--- config.mk ---
export PLATFORM = sky130hd
export DESIGN_NAME = word_pair_gap_stream
export DESIGN_NICKNAME = d
export VERILOG_FILES = /design/src/hdl/wgps_pkg.sv /design/src/hdl/wgps_step.sv /design/src/hdl/word_pair_gap_stream.sv
export SDC_FILE = /design/constraint.sdc
export NUM_CORES = 1
export LEC_CHECK = 0
export BUFFER_PORTS_ARGS = -buffer_cell sky130_fd_sc_hd__buf_2
export CAP_MARGIN = 30
export CORE_ASPECT_RATIO = 0.9
export CORE_UTILIZATION = 55
export DETAILED_ROUTE_END_ITERATION = 8
export GPL_ROUTABILITY_DRIVEN = 0
export PLACE_DENSITY = 0.75
export SLEW_MARGIN = 10
export SYNTH_ARGS = -nofsm -noshare
export SYNTH_HDL_FRONTEND = slang
export SYNTH_SLANG_ARGS = --single-unit
export TNS_END_PERCENT = 10
--- constraint.sdc ---
create_clock -name clk -period 7.5 [get_ports clk]
set_input_delay 1.125 -clock clk [delete_from_list [all_inputs] [get_ports clk]]
set_output_delay 1.125 -clock clk [all_outputs]
set_load 0.05 [all_outputs]
--- src/hdl/wgps_pkg.sv ---
// Shared types and constants of the word pair gap stream block.
// No dependencies; used by every module of the block.
package wgps_pkg;

  localparam int POS_WIDTH_DEFAULT = 24;
  localparam int CFG_WIDTH = 25;
  localparam logic [CFG_WIDTH-1:0] TOTAL_WORDS_RESET = CFG_WIDTH'(1);

  // Flag part of the per-stream state.
  typedef struct packed {
    logic pending_first;
    logic seen_first;
    logic seen_second;
    logic second_preceded;
  } flags_t;

  // Which results one word produces.
  typedef struct packed {
    logic pair;
    logic wrap;
  } res_t;

endpackage

--- src/hdl/wgps_step.sv ---
// Combinational update for one word: new stream state and the gaps it yields.
// Depends on wgps_pkg.
module wgps_step #(
  parameter int POS_WIDTH = wgps_pkg::POS_WIDTH_DEFAULT
) (
  input  logic [POS_WIDTH-1:0] position,
  input  logic                 is_first_word,
  input  logic                 is_second_word,
  input  logic                 stream_end,
  input  wgps_pkg::flags_t     flags,
  input  logic [POS_WIDTH-1:0] latest_first_pos,
  input  logic [POS_WIDTH-1:0] earliest_second_pos,
  input  logic [POS_WIDTH:0]   total,
  output wgps_pkg::flags_t     flags_next,
  output logic [POS_WIDTH-1:0] latest_next,
  output logic [POS_WIDTH-1:0] earliest_next,
  output wgps_pkg::res_t       res,
  output logic [POS_WIDTH:0]   pair_gap,
  output logic [POS_WIDTH:0]   wrap_gap
);
  import wgps_pkg::*;

  logic                 first_b;
  flags_t               upd;
  logic [POS_WIDTH-1:0] latest_upd;
  logic [POS_WIDTH-1:0] earliest_upd;

  assign first_b = is_second_word && !flags.seen_second;

  // The B role of a word is handled before its A role.
  assign upd.pending_first   = is_first_word || (flags.pending_first && !is_second_word);
  assign upd.seen_first      = flags.seen_first || is_first_word;
  assign upd.seen_second     = flags.seen_second || is_second_word;
  assign upd.second_preceded = first_b ? flags.seen_first : flags.second_preceded;
  assign latest_upd   = is_first_word ? position : latest_first_pos;
  assign earliest_upd = first_b ? position : earliest_second_pos;

  assign res.pair = is_second_word && flags.pending_first;
  assign res.wrap = stream_end && upd.pending_first && upd.seen_second &&
                    !upd.second_preceded;

  assign pair_gap = {1'b0, position} - {1'b0, latest_first_pos};
  assign wrap_gap = total - {1'b0, latest_upd} + {1'b0, earliest_upd};

  // The stream state clears after its final word.
  assign flags_next    = stream_end ? '0 : upd;
  assign latest_next   = stream_end ? '0 : latest_upd;
  assign earliest_next = stream_end ? '0 : earliest_upd;

endmodule

--- src/hdl/word_pair_gap_stream.sv ---
// Top level of the word pair gap stream block.
// Depends on wgps_pkg and wgps_step.
//
// Usage: words of the merged A/B occurrence stream enter on the input channel
// (in_valid/in_ready) in ascending position order; stream_end marks the final
// word. Gaps leave on the output channel (out_valid/out_ready), run_last set
// on the last result a word causes. total_words is written through its own
// channel (cfg_valid/cfg_ready, always ready); the user must write it only while the
// block is idle; the block itself does not enforce this. A word's first result is
// registered: the word passes the input register, then the result register.
// Throughput: one word per cycle while each word yields at most one result and the
// receiver keeps up; a word yielding a pair gap and a wrap gap shows the pair gap
// then the wrap gap. The result register holds one word's results, set by the single
// update stage. Reset empties both registers, clears the stream state and sets
// total_words to 1. When the receiver stalls, the result holds, a word with results
// waits in the input register, and in_ready drops until the result register drains.
module word_pair_gap_stream #(
  parameter int POS_WIDTH = wgps_pkg::POS_WIDTH_DEFAULT
) (
  input  logic                           clk,
  input  logic                           rst,
  input  logic                           cfg_valid,
  output logic                           cfg_ready,
  input  logic [wgps_pkg::CFG_WIDTH-1:0] total_words,
  input  logic                           in_valid,
  output logic                           in_ready,
  input  logic [POS_WIDTH-1:0]           position,
  input  logic                           is_first_word,
  input  logic                           is_second_word,
  input  logic                           stream_end,
  output logic                           out_valid,
  input  logic                           out_ready,
  output logic [POS_WIDTH:0]             gap,
  output logic                           wrapped,
  output logic                           run_last
);
  import wgps_pkg::*;

  localparam int GapWidth = POS_WIDTH + 1;

  logic [CFG_WIDTH-1:0] total_q;

  // Input register.
  logic                 s1_valid;
  logic [POS_WIDTH-1:0] s1_pos;
  logic                 s1_a;
  logic                 s1_b;
  logic                 s1_last;

  // Stream state.
  flags_t               flags;
  logic [POS_WIDTH-1:0] latest_first_pos;
  logic [POS_WIDTH-1:0] earliest_second_pos;

  flags_t               flags_next;
  logic [POS_WIDTH-1:0] latest_next;
  logic [POS_WIDTH-1:0] earliest_next;
  res_t                 res;
  logic [GapWidth-1:0]  pair_gap;
  logic [GapWidth-1:0]  wrap_gap;

  // Result register: one word's results, shown one at a time.
  logic                 slot_valid;
  logic                 slot_idx;
  logic                 slot_two;
  logic [GapWidth-1:0]  r0_gap;
  logic                 r0_wrap;
  logic [GapWidth-1:0]  r1_gap;

  logic                 slot_done;
  logic                 has_res;
  logic                 s1_adv;

  wgps_step #(.POS_WIDTH(POS_WIDTH)) u_step (
    .position           (s1_pos),
    .is_first_word      (s1_a),
    .is_second_word     (s1_b),
    .stream_end         (s1_last),
    .flags              (flags),
    .latest_first_pos   (latest_first_pos),
    .earliest_second_pos(earliest_second_pos),
    .total              (GapWidth'(total_q)),
    .flags_next         (flags_next),
    .latest_next        (latest_next),
    .earliest_next      (earliest_next),
    .res                (res),
    .pair_gap           (pair_gap),
    .wrap_gap           (wrap_gap)
  );

  assign cfg_ready = 1'b1;

  assign out_valid = slot_valid;
  assign gap       = slot_idx ? r1_gap : r0_gap;
  assign wrapped   = slot_idx | r0_wrap;
  assign run_last  = slot_idx | !slot_two;

  assign slot_done = slot_valid && out_ready && run_last;
  assign has_res   = res.pair || res.wrap;
  // A word without results always moves on; one with results needs the slot.
  assign s1_adv    = s1_valid && (!has_res || !slot_valid || slot_done);
  assign in_ready  = !s1_valid || s1_adv;

  always_ff @(posedge clk) begin
    if (rst) begin
      total_q <= TOTAL_WORDS_RESET;
    end else if (cfg_valid && cfg_ready) begin
      total_q <= total_words;
    end
  end

  always_ff @(posedge clk) begin
    if (rst) begin
      s1_valid <= 1'b0;
    end else if (in_ready) begin
      s1_valid <= in_valid;
    end
  end

  always_ff @(posedge clk) begin
    if (in_ready && in_valid) begin
      s1_pos  <= position;
      s1_a    <= is_first_word;
      s1_b    <= is_second_word;
      s1_last <= stream_end;
    end
  end

  always_ff @(posedge clk) begin
    if (rst) begin
      flags               <= '0;
      latest_first_pos    <= '0;
      earliest_second_pos <= '0;
    end else if (s1_adv) begin
      flags               <= flags_next;
      latest_first_pos    <= latest_next;
      earliest_second_pos <= earliest_next;
    end
  end

  always_ff @(posedge clk) begin
    if (rst) begin
      slot_valid <= 1'b0;
      slot_idx   <= 1'b0;
      slot_two   <= 1'b0;
    end else if (s1_adv && has_res) begin
      slot_valid <= 1'b1;
      slot_idx   <= 1'b0;
      slot_two   <= res.pair && res.wrap;
    end else if (slot_done) begin
      slot_valid <= 1'b0;
      slot_idx   <= 1'b0;
    end else if (slot_valid && out_ready) begin
      slot_idx <= 1'b1;
    end
  end

  always_ff @(posedge clk) begin
    if (s1_adv && has_res) begin
      r0_gap  <= res.pair ? pair_gap : wrap_gap;
      r0_wrap <= !res.pair;
      r1_gap  <= wrap_gap;
    end
  end

endmodule

==> results.md, run 1 <==
* Status: completed
* Final Cell Area at 10700 sq um
* Worst-Margin Slew at 0.919 ns
* Via/cell ratio at 5.66
* Endpoint, Worst Hold: earliest_second_pos[5]
* Worst reg-to-reg path cell count at 15
* Row cnt at 45
* Grt total ovfl at 0
* Final total power at 2.89 mW
* Ant diodes at 0
* First-pass GRT wire length at 34300 microns
* H-tree levels at 4
* Core area at 16900 sq um
* R2R Setup Slk at 3.23 ns
* CTS sink count at 159
* Die H at 127 microns
* Ys flop type: dfxtp_1
* Worst r2r src: s1_b
* P per Cell Area at 270 nW/um^2
* Internal power at 1.94 mW
* YS warnings at 0
* Syn Std Cell Area at 9530 sq um
* Element type at the critical path end: flop
* Worst hold path type: reg2reg
* Clock group share of total power at 30.7%
* Setup-failing EPs final at 0
* Initial antenna violation count at 1
* TritonRoute pass-1 iters at 5
* Syn_area_per_cell at 9.81 sq um
* Logic gate share of total power at 32.8%
* Commonest cells after routing, fill and taps aside: inv_1 (102), nor2_1 (97), buf_2 (85)
* Netlist cell types at 62
* Commonest non-fill, non-tap cell in the layout: inv_1
* Post-synth EDFFs at 78
* Drt wl/cell at 16.7 microns
* Net count, final at 1168
* Max-cap viol count at 0
* DP HPWL at 15700 microns
* Root Buffer: clkbuf_16
* Hold WS at 0.490 ns
* Worst-case clock buffer depth at 2
* PostCTS Resize Cnt at 0
* TNS Setup at 0 ns
* Die width at 141 microns
* Crit path launch type: flop
* Mux cell area share after synthesis at 11.4%
* # IOs at 87
* Effective utilization at floorplan at 56.4%
* Vias in the first global route at 6607
* Synth-to-layout area growth at 12.5%
* Crit share post-route at 56.9%
* Sw Pwr at 0.952 mW
* Synth Instances at 972
* DRC violations left at 0
* Synth Area in Adders at 11.7%
* Switching share of power at 32.9%
* Worst IR Drop VDD at 0.000174 V
* Asr flop ratio synth at 0%
* Leak pwr at 4.57 nW
* Post-route minimum period at 4.27 ns
* Cell Area, Placed at 10100 sq um
* Reg-to-Reg End: r0_gap[24]
* Final clock skew at 0.0141 ns
* Clock Latency Late Sink at 0.43 ns
* Hold buffers post-CTS at 0
* Synth Area in Simple Gates at 10.4%
* Antenna viol nets, final at 0
* Final-report hold violation count at 0
* Syn nets at 1103
* WL final at 21100 microns
* Hold Path Origin: earliest_second_pos[5]
* Max Fclk at 234 MHz
* Largest net degree at the start of global routing at 79
* Slew Limit Headroom at 38.7%
* Crit Path Category: reg2reg
* DIE AREA at 17900 sq um
* Maximum fanout along the worst path at 25
* # Post-CTS Setup Buffers at 0
* Yosys top cell by area: edfxtp_1
* Slew Viols, Final at 0
* Clk slew on worst S/H paths at 0.06 ns
* WP data arrival at 4.45 ns
* TritonCTS buffer count at 17
* Yosys top cell area share at 24.6%
* Via count at 7137
* Sequential power share at 36.5%
* Post-synthesis compound-gate area fraction at 14.8%
* RSZ-0062 raised after global routing: false
* Register bit count reported by yosys at 159
* Seq/Total Area, Yosys at 41.6%
* CTS tree: yes
* Layout cells sized above 1 at 16.5%
* Number of port buffers at 85
* Top cells by area, synth: edfxtp_1 (25%), dfxtp_1 (17%), mux2i_1 (7.7%)
* Violation count after the first detailed-route iteration at 449
* Hold path depth at 2
* Crit path required time at 7.68 ns
* Largest family of logic cells by synthesized area: compound AO/OA/AOI/OAI gates
* GR Util All Layers at 24.9%
* Post-Synth XOR/XNOR Area at 3.95%
[cells in the mapped netlist, types with 6 or more instances]
cell / number
nand4_1: 7
nor2b_1: 10
a31oi_1: 7
mux2_2: 32
inv_1: 103
a21o_1: 26
fa_1: 25
o21bai_1: 6
xnor2_1: 25
dfxtp_1: 81
edfxtp_1: 78
o21ai_0: 57
nor2_1: 97
buf_1: 7
nand2_1: 73
o211ai_1: 6
buf_2: 12
xor2_1: 18
a211oi_1: 28
ha_1: 49
mux2i_1: 73
clkbuf_1: 27
a21oi_1: 52
and3_1: 8
[kinds of logic (layout without fill, tap and decap cells)]
group / Yosys count / count (layout)
AOI/OAI and AO/OA: 216 / 216
xor gates and xnor gates: 43 / 43
adders and majority gates: 74 / 74
buffers and inverters: 150 / 228
DFF: 159 / 159
muxes: 105 / 105
other: 1 / 1
and+or+nand+nor: 224 / 224
[routing by layer]
metal | up-vias | global-route usage [%] | routed length (microns)
li1 | 3510 | - | -
met1 | 3355 | 38.7 | 10900
met2 | 252 | 34.8 | 8520
met3 | 20 | 4.91 | 1490
met4 | 0 | 6.84 | 239
met5 | - | 0 | 0
[layout make-up]
type / count / area (sq um)
Clock buffer: 21 / 483
Clock inverter: 11 / 126
Fill cell: 1364 / 6170
Inverter: 103 / 387
Multi-Input combinational cell: 663 / 5000
Sequential cell: 159 / 3960
Tap cell: 211 / 264
Timing Repair Buffer: 93 / 498
[worst max-delay path by stage]
stage	start	end	slack (ns)	depth (start not counted)
finish	s1_b	r0_gap[24]	3.23	15
CTS	s1_b	r0_gap[24]	3.26	15
floorplan	s1_b	r0_gap[19]	3.57	15
global route	s1_b	r0_gap[24]	2.95	15
global placement	s1_b	r0_gap[24]	3.36	15
detailed placement	s1_b	r0_gap[24]	3.24	15
[power groups by stage]
| stage | clock network, mW | registers, mW | logic (mW) |
|---|---|---|---|
| 6_report | 0.889 | 1.06 | 0.948 |
| 3_5_place_dp | 0 | 1.07 | 0.928 |
| 4_1_cts | 0.897 | 1.06 | 0.936 |
| 5_1_grt | 0.932 | 1.06 | 1.05 |
| 2_1_floorplan | 0 | 1.06 | 0.718 |
| 3_3_place_gp | 0 | 1.07 | 0.903 |
[through the flow]
stage | setup slack, ns | utilization [%] | cells
after detailed placement | 3.24 | 59.9 | 1229
after global routing | 2.95 | 63.5 | 1261
after global placement | 3.36 | 59.7 | 1228
final | 3.23 | 63.5 | 1261
after floorplan | 3.57 | - | 972
after CTS | 3.26 | 63.5 | 1261
[worst max-delay path: stages (launching register included)]
cell	delay, ns
edfxtp_1	0.42
nor2b_2	0.16
buf_4	0.42
mux2i_1	0.18
ha_1	0.32
inv_1	0.04
ha_1	0.22
fa_1	0.48
a211oi_1	0.30
o21ai_2	0.13
o221ai_1	0.23
nor3b_2	0.32
o31a_1	0.23
o2111ai_1	0.16
xnor2_1	0.16
a32o_1	0.22
[registers in the layout, indices dropped and copies added (netlist names), 4 cells and up]
register,cells
r0_gap,25
earliest_second_pos,24
flags,4
s1_pos,24
r1_gap,25
total_q,25
latest_first_pos,24
No activity file was read; power rests on OpenSTA's default activity.
==> run 2, diff against run 1 <==
--- a/config.mk
+++ b/config.mk
@@ -5,13 +5,14 @@
 export SDC_FILE = /design/constraint.sdc
 export NUM_CORES = 1
 export LEC_CHECK = 0
+export ABC_AREA = 1
 export BUFFER_PORTS_ARGS = -buffer_cell sky130_fd_sc_hd__buf_2
 export CAP_MARGIN = 30
 export CORE_ASPECT_RATIO = 0.9
 export CORE_UTILIZATION = 55
 export DETAILED_ROUTE_END_ITERATION = 8
 export GPL_ROUTABILITY_DRIVEN = 0
-export PLACE_DENSITY = 0.75
+export PLACE_DENSITY = 0.77
 export SLEW_MARGIN = 10
 export SYNTH_ARGS = -nofsm -noshare
 export SYNTH_HDL_FRONTEND = slang
==> constraint.sdc (replaced) <==
create_clock -name clk -period 3.7 [get_ports clk]
set_input_delay 0.555 -clock clk [delete_from_list [all_inputs] [get_ports clk]]
set_output_delay 0.555 -clock clk [all_outputs]
set_load 0.05 [all_outputs]
==> run 2 against run 1 <==
Compared with the run above:
- clock skew decreased by 0.0021 ns
- critical path depth unchanged
- final area increased by 14%
- core utilization decreased by 0.40 points
- sequential share of layout area decreased by 4.7 points
- global-route usage increased by 5.2 points
- sequential power increased by 99%
- register-to-register slack got worse by 3.2 ns
- maximum frequency increased by 17%
- non-clock buffer count increased by 4
- final cell count increased by 56%
==> results.md, run 2 <==
* Hold Path Origin: position[15]
* Max-cap viol count at 0 (unchanged)
* Register bit count reported by yosys at 159 (unchanged)
* Crit Path Category: reg2reg
* Worst-Margin Slew at 0.896 ns (-0.0235 ns)
* WL final at 30000 microns (+42%)
* TNS Setup at 0 ns (unchanged)
* Commonest non-fill, non-tap cell in the layout: nand2_1
* Sequential power share at 34.5% (-2.0 points)
* Die width at 152 microns (+7.8%)
* Syn nets at 1771 (+61%)
* GR Util All Layers at 30.1% (+5.2 points)
* Final Core Density at 63.1% (-0.40 points)
* Crit path required time at 3.89 ns (-3.79 ns)
* Switching share of power at 39.3% (+6.4 points)
* Die H at 137 microns (+7.8%)
* Clock Latency Late Sink at 0.45 ns (+0.02 ns)
* Post-synth EDFFs at 78 (unchanged)
* Final clock skew at 0.0120 ns (-0.00210 ns)
* Fin cells at 1970 (+56%)
* Via count at 10500 (+47%)
* Net count, final at 1838 (+57%)
* Ant diodes at 0 (unchanged)
* Placement Setup Slack at 0.247 ns (-2.99 ns)
* Top cells by count, synth: nand2_1 (564), inv_1 (315), nor2_1 (121), nand3_1 (120), o21ai_0 (82)
* PostCTS Resize Cnt at 0 (unchanged)
* Worst reg-to-reg path cell count at 15 (unchanged)
* Antenna viol nets, final at 0 (unchanged)
* P per Cell Area at 498 nW/um^2 (+85%)
* Netlist cell types at 32 (-48%)
* Reg-to-Reg End: r0_gap[24]
* Final-report hold violation count at 0 (unchanged)
* DP Cell Count at 1937 (+58%)
* # Post-CTS Setup Buffers at 0 (unchanged)
* Effective utilization at floorplan at 57.0% (+0.58 points)
* Element type at the critical path end: flop
* CTS tree: yes
* Internal power at 3.71 mW (+91%)
* TritonRoute pass-1 iters at 6 (+1)
* Max Fclk at 273 MHz (+17%)
* Hold path depth at 1 (-1)
* Sw Pwr at 2.40 mW (+150%)
* DP HPWL at 22400 microns (+43%)
* H-tree levels at 4 (unchanged)
* Final total power at 6.11 mW (+110%)
* Top-count cell post-synth: nand2_1
* Worst hold path type: in2reg
* Crit path launch type: flop
* Worst r2r src: s1_a
* Clock group share of total power at 28.6% (-2.1 points)
* Slew Limit Headroom at 40.2% (+1.5 points)
* Seq/Total Area, Yosys at 35.7% (-5.9 points)
* Hold buffers post-CTS at 0 (unchanged)
* Vias in the first global route at 9483 (+44%)
* Leak pwr at 6.53 nW (+43%)
* Ys flop type: dfxtp_1
* Drt wl/cell at 15.2 microns (-9.0%)
* Worst IR Drop VDD at 0.000372 V (+110%)
* Root Buffer: clkbuf_16
* Commonest cells after routing, fill and taps aside: nand2_1 (564), inv_1 (314), nor2_1 (121)
* Largest net degree at the start of global routing at 57 (-28%)
* Top cells by area, synth: edfxtp_1 (21%), nand2_1 (19%), dfxtp_1 (15%)
* WP data arrival at 3.85 ns (-0.60 ns)
* Yosys top cell area share at 21.1% (-3.5 points)
* Synth-to-layout area growth at 10.6%
* Slew Viols, Final at 0 (unchanged)
* Post-route minimum period at 3.66 ns (-0.606 ns)
* Logic gate share of total power at 36.9% (+4.1 points)
* Clk slew on worst S/H paths at 0.07 ns (about the same)
* Grt total ovfl at 0 (unchanged)
* CTS sink count at 159 (unchanged)
* Status: completed
* DRC violations left at 0 (unchanged)
* Endpoint, Worst Hold: s1_pos[15]
* Setup-failing EPs final at 0 (unchanged)
* Maximum fanout along the worst path at 26 (+4.0%)
* Syn Std Cell Area at 11100 sq um (+16%)
* RSZ-0062 raised after global routing: false
* Synth Instances at 1640 (+69%)
* TritonCTS buffer count at 17 (unchanged)
* Row cnt at 48 (+6.7%)
* Yosys top cell by area: edfxtp_1
* Setup ws final at 0.0362 ns (-3.19 ns)
* Core area at 19500 sq um (+15%)
* Number of port buffers at 85 (unchanged)
* R2R Setup Slk at 0.04 ns (-3.19 ns)
* Worst-case clock buffer depth at 2 (unchanged)
* # IOs at 87 (unchanged)
* Syn_area_per_cell at 6.76 sq um (-31%)
* Crit share post-route at 99.0% (+42 points)
* Via/cell ratio at 5.31 (-6.2%)
* Asr flop ratio synth at 0% (unchanged)
* YS warnings at 0 (unchanged)
* Violation count after the first detailed-route iteration at 1088 (+140%)
* Largest regs: r0_gap x25, r1_gap x25, total_q x25
* DIE AREA at 20700 sq um (+16%)
* Layout cells sized above 1 at 9.65% (-6.8 points)
* First-pass GRT wire length at 47100 microns (+37%)
* Initial antenna violation count at 1 (unchanged)
run 2: cell types whose count changed after synthesis, sizes merged, moves of 25 or more:
cell / before / now
nand3: 5 / 121
mux2: 32 / 0
mux2i: 73 / 0
nand2: 73 / 569
inv: 103 / 316
a211oi: 32 / 0
nor2: 97 / 122
a21o: 26 / 0
run 2: cell type report:
type | instances | area (sq um)
fill | 1782 | 7180
multi-input combinational | 1116 | 5660
sequential | 159 | 3970
inverter | 316 | 1190
timing repair buffer | 97 | 568
clock buffer | 17 | 425
tap | 250 | 313
clock inverter | 15 | 155
run 2: routing by layer:
| metal | track usage (%) | up-vias | wire [microns] |
|---|---|---|---|
| met4 | 9.63 | 0 | 649 |
| met2 | 45.7 | 508 | 12700 |
| met5 | 0 | - | 0 |
| met3 | 7.63 | 64 | 3320 |
| li1 | - | 5173 | - |
| met1 | 41.8 | 4715 | 13300 |
run 2: kinds of logic (layout without fill, tap and decap cells):
logic type	count (synthesis)	in the layout	synth area share (%)
flops	159	159	35.7
compound gates	145	145	6.68
simple gates	881	881	33.1
buf+inv	365	445	13.2
fa+ha+maj	74	74	10.0
other cells	1	1	0.0338
xor+xnor	15	15	1.18
run 2: metrics by stage:
stage	hold slack, ns	area, sq um
2_1_floorplan	0.435	11100
3_3_place_gp	0.456	11600
6_report	0.278	12300
4_1_cts	0.268	12200
3_5_place_dp	0.467	11700
5_1_grt	0.266	12300
run 2: worst max-delay path: stages (launching register included):
cell	delay (ns)
edfxtp_1	0.38
buf_4	0.25
o21ai_0	0.62
inv_1	0.10
ha_1	0.31
inv_1	0.04
ha_1	0.24
fa_1	0.50
nand2_1	0.11
nand2_1	0.08
nand3_1	0.09
nand2_1	0.16
nand2_1	0.17
nand4_1	0.13
nand3_1	0.13
nand2_1	0.07
run 2: power by group through the flow:
| stage | registers [mW] | clock network (mW) | logic (mW) |
|---|---|---|---|
| global route | 2.12 | 1.83 | 2.52 |
| CTS | 2.11 | 1.76 | 2.20 |
| finish | 2.11 | 1.75 | 2.26 |
| floorplan | 2.13 | 0 | 1.64 |
| global placement | 2.15 | 0 | 2.12 |
| detailed placement | 2.15 | 0 | 2.17 |
run 2: how the worst max path moves through the flow:
stage / from / endpoint / slack, ns / cells past startpoint
2_1_floorplan: s1_a / r1_gap[9] / 0.77 / 17
3_3_place_gp: s1_a / r0_gap[16] / 0.31 / 16
3_5_place_dp: s1_a / r0_gap[16] / 0.25 / 16
4_1_cts: s1_a / r0_gap[24] / 0.21 / 15
5_1_grt: s1_a / r0_gap[24] / 0.02 / 15
6_report: s1_a / r0_gap[24] / 0.04 / 15
